## config.mk

```make
export PLATFORM = sky130hd
export DESIGN_NAME = mat_divider
export DESIGN_NICKNAME = d
export VERILOG_FILES = /design/src/design/mat_divider.sv
export SDC_FILE = /design/constraint.sdc
export NUM_CORES = 1
export LEC_CHECK = 0
export ABC_AREA = 1
export ABC_CLOCK_PERIOD_IN_PS = 4300
export BUFFER_PORTS_ARGS = -buffer_cell sky130_fd_sc_hd__buf_2
export CAP_MARGIN = 20
export CELL_PAD_IN_SITES_DETAIL_PLACEMENT = 0
export CELL_PAD_IN_SITES_GLOBAL_PLACEMENT = 1
export CORE_MARGIN = 2
export CORE_UTILIZATION = 41
export CTS_CLUSTER_SIZE = 25
export DETAILED_ROUTE_END_ITERATION = 8
export GPL_TIMING_DRIVEN = 0
export HOLD_SLACK_MARGIN = 0.06
export PLACE_DENSITY_LB_ADDON = 0.1
export SLEW_MARGIN = 15
export SYNTH_ARGS = -nofsm -noshare
export SYNTH_HDL_FRONTEND = slang
export SYNTH_SLANG_ARGS = --single-unit
```

## constraint.sdc

```tcl
create_clock -name clk -period 4.3 [get_ports clk]
set_clock_uncertainty 0.15 [all_clocks]
set_input_delay 0.215 -clock clk [delete_from_list [all_inputs] [get_ports clk]]
set_output_delay 0.215 -clock clk [all_outputs]
set_load 0.01 [all_outputs]
```

## src/design/mat_divider.sv

```systemverilog
// ----------------------------------------------------------------------------
// mat_divider
// Unsigned restoring divider that retires two quotient bits per cycle.
// A start pulse loads the operands; done pulses for one cycle when the
// quotient is complete, and the quotient then holds until the next start.
// ----------------------------------------------------------------------------
module mat_divider #(
    parameter int DIVIDEND_W = 45,
    parameter int DIVISOR_W  = 14
) (
    input  logic                  clk,
    input  logic                  rst_n,
    input  logic                  start,
    input  logic [DIVIDEND_W-1:0] dividend,
    input  logic [DIVISOR_W-1:0]  divisor,
    output logic [DIVIDEND_W-1:0] quotient,
    output logic                  done
);

    localparam int ITER  = (DIVIDEND_W + 1) / 2;
    localparam int PAD_W = 2 * ITER;
    localparam int ITR_W = $clog2(ITER + 1);

    logic                 busy_reg;
    logic                 done_reg;
    logic [ITR_W-1:0]     cnt_reg;
    logic [PAD_W-1:0]     quo_reg;
    logic [DIVISOR_W-1:0] rem_reg;
    logic [DIVISOR_W-1:0] den_reg;

    logic [DIVISOR_W:0]   r1;
    logic [DIVISOR_W:0]   r2;
    logic                 ge1;
    logic                 ge2;
    logic [DIVISOR_W-1:0] rem1;
    logic [DIVISOR_W-1:0] rem2;

    // Two dependent shift-and-subtract steps.
    always_comb
    begin
        r1   = {rem_reg, quo_reg[PAD_W-1]};
        ge1  = (r1 >= {1'b0, den_reg});
        rem1 = ge1 ? DIVISOR_W'(r1 - {1'b0, den_reg}) : r1[DIVISOR_W-1:0];
        r2   = {rem1, quo_reg[PAD_W-2]};
        ge2  = (r2 >= {1'b0, den_reg});
        rem2 = ge2 ? DIVISOR_W'(r2 - {1'b0, den_reg}) : r2[DIVISOR_W-1:0];
    end

    // Control: iteration counter and completion pulse.
    always_ff @(posedge clk or negedge rst_n)
    begin
        if (!rst_n)
        begin
            busy_reg <= 1'b0;
            done_reg <= 1'b0;
            cnt_reg  <= '0;
        end
        else
        begin
            done_reg <= 1'b0;
            if (start)
            begin
                busy_reg <= 1'b1;
                cnt_reg  <= ITR_W'(ITER);
            end
            else if (busy_reg)
            begin
                cnt_reg <= cnt_reg - 1'b1;
                if (cnt_reg == ITR_W'(1))
                begin
                    busy_reg <= 1'b0;
                    done_reg <= 1'b1;
                end
            end
        end
    end

    // Datapath: the dividend shifts out as the quotient shifts in.
    always_ff @(posedge clk)
    begin
        if (start)
        begin
            quo_reg <= PAD_W'(dividend);
            rem_reg <= '0;
            den_reg <= divisor;
        end
        else if (busy_reg)
        begin
            quo_reg <= {quo_reg[PAD_W-3:0], ge1, ge2};
            rem_reg <= rem2;
        end
    end

    assign quotient = quo_reg[DIVIDEND_W-1:0];
    assign done     = done_reg;

endmodule

```

==> results of run 1 <==
[stage by stage]
stage                     hold WS (ns)  std cells  worst slack (ns)  power (mW)  area [sq um]
after global routing             0.107       1098            0.0189        5.09          7230
after global placement         -0.0941       1021             0.253        3.88          6330
after CTS                       0.0897       1098             0.251        4.67          7220
after detailed placement       -0.0873       1022             0.266        3.89          6350
after floorplan                 -0.231        738             0.980        3.22          5570
final                            0.101       1098             0.332        4.65          7230
[critical path, delay by kind of cell, from the launching register on]
kind / cells / cell delay (ns)
AOI/OAI and AO/OA: 4 / 0.71
adders and majority gates: 2 / 0.67
buffers and inverters: 5 / 0.57
DFF: 1 / 0.36
and+or+nand+nor: 10 / 1.40
[layout by cell type (no fill, tap or decap), drive strengths merged]
| cell type | n |
|---|---|
| a21o | 2 |
| a21oi | 20 |
| a22oi | 1 |
| a31oi | 2 |
| and2 | 1 |
| buf | 158 |
| clkbuf | 24 |
| clkinv | 4 |
| clkinvlp | 1 |
| dfrtp | 7 |
| dfxtp | 15 |
| dlygate4sd3 | 60 |
| edfxtp | 59 |
| fa | 2 |
| ha | 30 |
| inv | 89 |
| nand2 | 300 |
| nand3 | 43 |
| nand3b | 10 |
| nand4 | 17 |
| nor2 | 33 |
| nor3 | 6 |
| nor4 | 1 |
| o21a | 1 |
| o21ai | 13 |
| o21bai | 1 |
| or2 | 5 |
| xnor2 | 13 |
| xor2 | 4 |
[final cells by class]
cell class                 count  area, sq um
clock inverter                 5         35.0
clock buffer                  11          233
sequential                    81         2250
fill                        1336         6020
timing repair buffer         168         1160
tap                          176          220
buffer                        63          423
inverter                      89          334
multi-input combinational    505         2580
[worst max path at each step]
| stage | startpoint | depth (start not counted) | endpoint | slack, ns |
|---|---|---|---|---|
| after detailed placement | den_reg[12]$_DFFE_PP_ | 19 | quo_reg[0]$_DFFE_PP_ | 0.27 |
| after global placement | den_reg[12]$_DFFE_PP_ | 24 | rem_reg[9]$_SDFFE_PP0P_ | 0.25 |
| after floorplan | den_reg[1]$_DFFE_PP_ | 19 | quo_reg[0]$_DFFE_PP_ | 0.98 |
| after global routing | den_reg[1]$_DFFE_PP_ | 22 | rem_reg[10]$_SDFFE_PP0P_ | 0.02 |
| final | den_reg[12]$_DFFE_PP_ | 21 | rem_reg[9]$_SDFFE_PP0P_ | 0.33 |
| after CTS | den_reg[12]$_DFFE_PP_ | 21 | rem_reg[9]$_SDFFE_PP0P_ | 0.25 |
[timing repair]
| item | CTS | global route |
|---|---|---|
| resized for setup | 0 | 3 |
| hold buffers | 60 | 0 |
| endpoints found under the setup margin | 0 | 15 |
| hold endpoints to repair | 66 | 0 |
[where the power goes]
group,leakage (nW),switching (mW),internal (mW)
clock,0.129,0.318,0.392
combinational,2.86,1.74,1.14
sequential,0.832,0.0835,0.982
[per-layer routing]
layer	share of wire	vias up
met5	0	-
met4	0.025	0
met3	0.043	24
met2	0.49	100
met1	0.44	2328
li1	-	2669
[cell families (layout without fill, tap and decap cells)]
kind of cell / Yosys count / in the layout / share of synthesized area
simple gates: 416 / 416 / 0.320
buf+inv: 152 / 336 / 0.135
flops: 81 / 81 / 0.403
compound gates: 40 / 40 / 0.0400
fa+ha+maj: 32 / 32 / 0.0746
xor+xnor: 17 / 17 / 0.0267
==> impl_summary.md, run 1 <==
Outcome
The flow ran to the end, and the final reports show no timing, DRC or antenna violations.

Setup path
The largest individual stage delay along the critical path comes from the cell ha_1. For the worst setup path, the data required time is around 4.4 ns. The register-to-register setup slack is around 0.33 ns. The cell repeated most along the worst path is inv_1. The critical path startpoint category is a flip-flop. The classification of the worst setup path is flip-flop to flip-flop. The maximum cell stage delay along the critical path is 0.37 ns. The reg-to-reg critical path startpoint is den_reg[12]$_DFFE_PP_. The kind of end point of the critical path is a flip-flop. The critical path goes through inv_1 > ha_1 > nand2_1 > inv_1 > nand2_2 > inv_1 > a21oi_1 > nand3_4 > or2_2 > nand2_1 > inv_1 > ha_1 > a21oi_1 > o21ai_0 > a21oi_1 > nand3_1 > nand2_2 > clkbuf_4 > nand4_1 > nand3_1 > nand2_1. The arrival time at the worst endpoint is 4.05 ns. For the worst flop-to-flop path, the logic depth is 21.

The endpoint of the worst-slack reg-to-reg timing path is rem_reg[9]$_SDFFE_PP0P_. In this run the worst path has a maximum fanout of 10.

Synthesis
Counting every instance in the synthesized netlist gives ~740. By count the netlist is led by 294 x nand2_1, 85 x inv_1, 59 x edfxtp_1, 46 x buf_4, 38 x nand3_1. Sorting the synthesized cells by area gives the leading types as edfxtp_1 32%, nand2_1 20%, ha_1 6.7%.

Yosys mapped the design onto 37 distinct sky130hd cell types. The share of synthesized registers carrying an async set or reset is 0.0864. The number of register bits inferred by synthesis is 81. The library cell with the highest instance count after synthesis is nand2_1.

The average cell area after synthesis is around 7.5 sq um. Counting flops with a built-in enable in the synthesized netlist gives 59. The proportion of synthesized chip area in sequential cells is 0.403. The number of nets in the synthesized netlist is around 830. The cell accounting for the most synthesized area is edfxtp_1. The fraction of synthesized cell area taken by the top area cell type is 0.318.

In the synthesized netlist the dominant register cell turns out to be edfxtp_1. During synthesis, Yosys emitted a total of 0 warnings. The post-synth design cell area is between 5000 and 6000 sq um.

Drt
The via count of the routed design is ~5000. In the final routed layout, each cell accounts on average for approximately 13 microns. The DRC violation count after routing is 0. The detailed-routing iteration count for the pre-antenna-repair pass is 4.

The total wire length after detailed routing is 14.5 mm. The vias per cell is 4.66. The number of DRC violations after detailed-routing iteration 0 is between 200 and 250. The detail route stage leaves a number of antenna-violating nets equal to 0.

Clock network
The number of buffers on the longest clock path is 2. Clock-pin slew was measured on the worst setup and hold paths at roughly 0.060 ns. At the later pin of the worst-skew pair, clock insertion delay measures 0.34 ns. The root cell of the clock tree is clkbuf_16.

The number of clock buffers inserted by TritonCTS is 9. The TritonCTS clock tree is yes. The clock sink total is 81. Post-CTS timing repair inserted 0 buffers for setup.

The clock tree synthesis step divided the H-tree into 3 levels.

STA
For the pin with the worst max-slew slack, the measured transition is just over 0.7 ns. Based on the critical path, the design can be clocked at up to ~250 MHz. The hold violation count in the final report was 0. Dividing the final minimum period by the clock period gives 0.923.

The final-report max-slew violation count is 0. Setup repair after global routing left no endpoint under its margin. The post-layout minimum cycle time is 3.97 ns.

Setup total negative slack on the finished layout was measured at 0 ns. Setup violations remaining at the end of the flow were counted as 0. The worst pin sits at a relative slew slack of 0.524.

Global routing
For this run, global-route usage on met3 was measured as 0.0443. The pin count of the biggest net entering global routing is 33. The aggregate global routing overflow is 0. The via count of the first global-routing pass came to 4969. The wire length of the first global-routing pass is ~23 mm. For this run, global-route usage on met1 was measured as 0.251. The initial antenna violation count is 0. The global routing met2 resource utilization is 0.357. met2 is the most crowded layer. Across every metal layer, demand over resource in global routing totals 0.206.

Pwr
Across the VDD grid, the largest voltage drop is 0.000243 V. For this design the static power due to leakage is around 3.8 nW. In this run the power density over the cells is around 640 nW/um^2.

Floorplanning
The starting utilization of the core area is 0.421. The die covers about 15000 sq um. The vertical extent of the die is around 120 microns. The row count is 42.

The total core area is 13200 sq um. The die is around 120 microns wide. The number of top-level pins is 108.

Final layout
The count of antenna diodes in the layout is 0. The register with the most flip-flops in the layout has 46 of them. The count of nets after finishing is around 1000. The synthesis-to-finish area growth is 29.7%.

The share of layout cells above drive strength 1 is 0.213. The final core utilization is 0.546.

Place
The final HPWL from detailed placement is between 10 and 15 mm. The number of port buffers is approximately 110. The last weighted congestion value of the routability-driven placer is 0.882.

Min path
In this run the worst hold path is classified as input pin to async pin.

Run
The number of maximum-capacitance violations is 0.
(Power assumes the default switching activity.)
==> run 2: changes to the inputs <==
ABC_AREA = 0   (was 1)
CAP_MARGIN = default   (was 20)
CORE_UTILIZATION = 44   (was 41)
==> impl_summary.md, run 2 <==
Setup path
The critical path contains buffers and inverters numbering 4 combined. The reg-to-reg critical path startpoint is den_reg[8]$_DFFE_PP_. On the critical path, the stage with the largest delay is an instance of or4_1.

The critical path is of the flip-flop to flip-flop type. For the worst setup path, the data required time is 4.37 ns. The endpoint of the worst-slack reg-to-reg timing path is rem_reg[2]$_SDFFE_PP0P_. The cell family contributing the most delay on the critical path is compound AO/OA/AOI/OAI gates. Walking the worst path, the cells encountered are inv_2 > ha_4 > a211o_1 > a211oi_4 > a2111o_1 > nand3_2 > buf_8 > buf_12 > nor2_4 > a21o_1 > ha_4 > a21o_1 > or3_4 > o211ai_1 > a31oi_2 > o21bai_4 > buf_6 > or4_1 > o311a_1.

The largest fanout on the critical path is 7. The largest single stage delay on the critical path is a little over 0.4 ns. The worst setup path is captured at a flip-flop. STA puts the critical path data arrival time at approximately 4.5 ns. Counting cells, the worst reg-to-reg path comes to 19.

STA classifies the critical path startpoint as a flip-flop. Setup slack on the worst reg-to-reg path comes out at -0.16 ns.

Synthesis
By count the netlist is led by 59 x edfxtp_1, 51 x mux2_2, 46 x buf_4, 33 x nor2_1, 31 x inv_1. The most common flop cell mapped by yosys is edfxtp_1. Counting distinct cell types in the post-synthesis netlist gives 59.

The fraction of synthesized cell area taken by the top area cell type is 0.330. The post-synth design cell area is approximately 5400 sq um. The proportion of synthesized chip area in sequential cells is 0.418. The most common cell in the synthesized netlist is edfxtp_1. The post-synth net total is a little under 600. The number of enable flip-flop cells after synthesis is 59. The cell accounting for the most synthesized area is edfxtp_1.

Counting flops with an async set or reset pin after synthesis yields a share of 0.0864. The Yosys step of the flow raised 0 warnings. The average cell area after synthesis is between 10 and 15 sq um.

The synthesized design contains 81 register bits. After synthesis, the cell types taking the most area are edfxtp_1 33%, mux2_2 11%, ha_1 7.0%. After technology mapping, the gate count stands at 500.

Global routing
The via count of the first global-routing pass came to between 4000 and 5000. The pin count of the biggest net entering global routing is 46. The wire length of the first global-routing pass is 22.8 mm. The initial antenna violation count is 0. The total track usage is 0.220. The aggregate global routing overflow is 0.

Floorplanning
The floorplan has 40 rows. The initial utilization of the core area, before any placement, comes to 0.449. The die footprint is 13100 sq um. The die boundary width is between 100 and 150 microns.

The die is between 100 and 150 microns tall. The floorplan step defined a core boundary enclosing between 10000 and 15000 sq um. In this run the count of I/O pins placed on the die edge is roughly 110.

Drt
Wires add up to roughly 14 mm. After detailed routing, the average wire length per cell comes to roughly 17 microns. The vias per cell is approximately 5.2. The count of antenna-violating nets left after detailed routing is 0.

The number of DRC violations after detailed-routing iteration 0 is 328. The detailed-routing iteration count for the pre-antenna-repair pass is 5. The via count of the routed design is 4537.

The DRC violation count after routing is 0.

STA
The final-report max-slew violation count came to 0. The hold violation count in the final report came to 0. The count of final setup violators is 15.

For the pin with the worst max-slew slack, the measured transition is between 1 and 1.5 ns. The final cycle utilization of the critical path is 1.04. Headroom to the max-slew limit came out at 0.267. Setup repair after global routing could not meet its margin everywhere. Derived from the worst setup path, the maximum achievable clock frequency is roughly 220 MHz.

The worst-case setup margin in the final layout is -0.164 ns. The post-layout minimum cycle time is ~4.5 ns.

Final layout
The share of layout cells above drive strength 1 is 0.445. After routing the design area is roughly 7700 sq um. The number of flip-flops under the largest register name is 46.

The synthesis-to-finish area growth is 43.5%. The count of nets after finishing is 808. The count of antenna diodes in the layout is 0. In the layout the commonest cells are 108 x buf_2, 79 x buf_4, 60 x dlygate4sd3_1. Leaving out fill and tap cells, the most frequent cell in the layout is buf_2. Measured on the finished design, the core utilization comes to 0.645.

Pwr
Of the total power, registers draw 0.206. The switching fraction of total power is 0.386. The internal power is 3.21 mW. The design draws around 5.2 mW. The static power due to leakage is around 3.3 nW. The switching power summed over all nets is 2.02 mW. The clock group share of total power is 0.165. Dividing total power by cell area gives a power density of 679 nW/um^2.

Of the total power, combinational logic draws 0.629. The maximum VDD drop is approximately 0.00031 V.

Place
The last weighted congestion value of the routability-driven placer is between 0.8 and 0.9. Summing all placed instances gives a cell area of 6090 sq um. The final HPWL from detailed placement is 9.93 mm. The number of port buffers is around 110.

Clock network
The root cell of the clock tree is clkbuf_16. Clock-pin slew was measured on the worst setup and hold paths at 0.06 ns. The clock sink total is roughly 80. The number of clock buffers inserted by TritonCTS is 9.

The number of H-tree levels is 3. For the worst-skew pair, the clock arrives at the later sink with an insertion delay of roughly 0.33 ns. The longest clock path from root to sink contains 2 buffers.

The TritonCTS clock tree is yes.

Outcome
The final reports fail on negative setup slack. The flow ran to the end, but the final reports show violations.

Run
The number of maximum-capacitance violations is 0.

Min path
The tightest min-delay check is of the input pin to async pin type.
run 2: cell types whose count changed in the layout (fill, tap and decap cells not counted), moves of 12 or more:
| cell | before | now |
|---|---|---|
| buf_4 | 46 | 79 |
| ha_1 | 30 | 13 |
| ha_4 | 0 | 12 |
| inv_1 | 84 | 25 |
| mux2_2 | 0 | 49 |
| nand2_1 | 294 | 9 |
| nand3_1 | 38 | 12 |
run 2: worst max path at each step:
stage,start,to,slack (ns),depth (start not counted)
2_1_floorplan,den_reg[1]$_DFFE_PP_,quo_reg[0]$_DFFE_PP_,0.01,19
3_3_place_gp,den_reg[0]$_DFFE_PP_,rem_reg[2]$_SDFFE_PP0P_,-0.67,17
3_5_place_dp,quo_reg[45]$_SDFFE_PP0P_,rem_reg[12]$_SDFFE_PP0P_,-0.66,18
4_1_cts,den_reg[5]$_DFFE_PP_,quo_reg[0]$_DFFE_PP_,-0.09,20
5_1_grt,den_reg[5]$_DFFE_PP_,rem_reg[2]$_SDFFE_PP0P_,-0.35,18
6_report,den_reg[8]$_DFFE_PP_,rem_reg[2]$_SDFFE_PP0P_,-0.16,19
run 2: what timing repair did:
item	CTS	global route
pin swaps	17	24
endpoints found under the hold margin	66	0
setup buffers	29	8
endpoints found under the setup margin	15	15
hold buffers	60	0
resized for setup	52	31
run 2: area by class of cell:
cell class | instances | area, sq um
Sequential cell | 81 | 2250
Clock buffer | 12 | 258
Buffer | 65 | 479
Clock inverter | 4 | 73.8
Tap cell | 147 | 184
Fill cell | 919 | 4250
Inverter | 31 | 116
Timing Repair Buffer | 204 | 1430
Multi-Input combinational cell | 322 | 2920
run 2: power groups by stage:
stage,clock network [mW],registers [mW],logic [mW]
4_1_cts,0.878,1.08,2.92
2_1_floorplan,0,1.05,1.80
3_3_place_gp,0,1.08,2.30
5_1_grt,0.904,1.09,3.56
3_5_place_dp,0,1.08,2.32
6_report,0.863,1.08,3.29
run 2: stage by stage:
step | setup slack, ns | instances | hold slack (ns) | setup TNS (ns)
floorplan | 0.0128 | 500 | -0.231 | 0
global placement | -0.671 | 754 | -0.0979 | -8.19
detailed placement | -0.663 | 754 | -0.0941 | -8.20
CTS | -0.0862 | 858 | 0.0809 | -0.509
global route | -0.353 | 866 | 0.105 | -4.48
finish | -0.164 | 866 | 0.0835 | -1.21
run 2: cell families (layout without fill, tap and decap cells):
logic type,Yosys count,count (layout),synth area share
compound gates,113,113,0.154
simple gates,102,102,0.0969
buf+inv,97,316,0.105
flops,81,81,0.418
mux,56,56,0.117
fa+ha+maj,32,32,0.0773
xor+xnor,19,19,0.0310
run 2: routing by layer:
metal	global-route usage	vias to the layer above	wire length (microns)
met4	0.0577	0	186
met2	0.366	126	7000
met1	0.294	2156	6610
met5	0	-	0
li1	-	2242	-
met3	0.0439	13	679
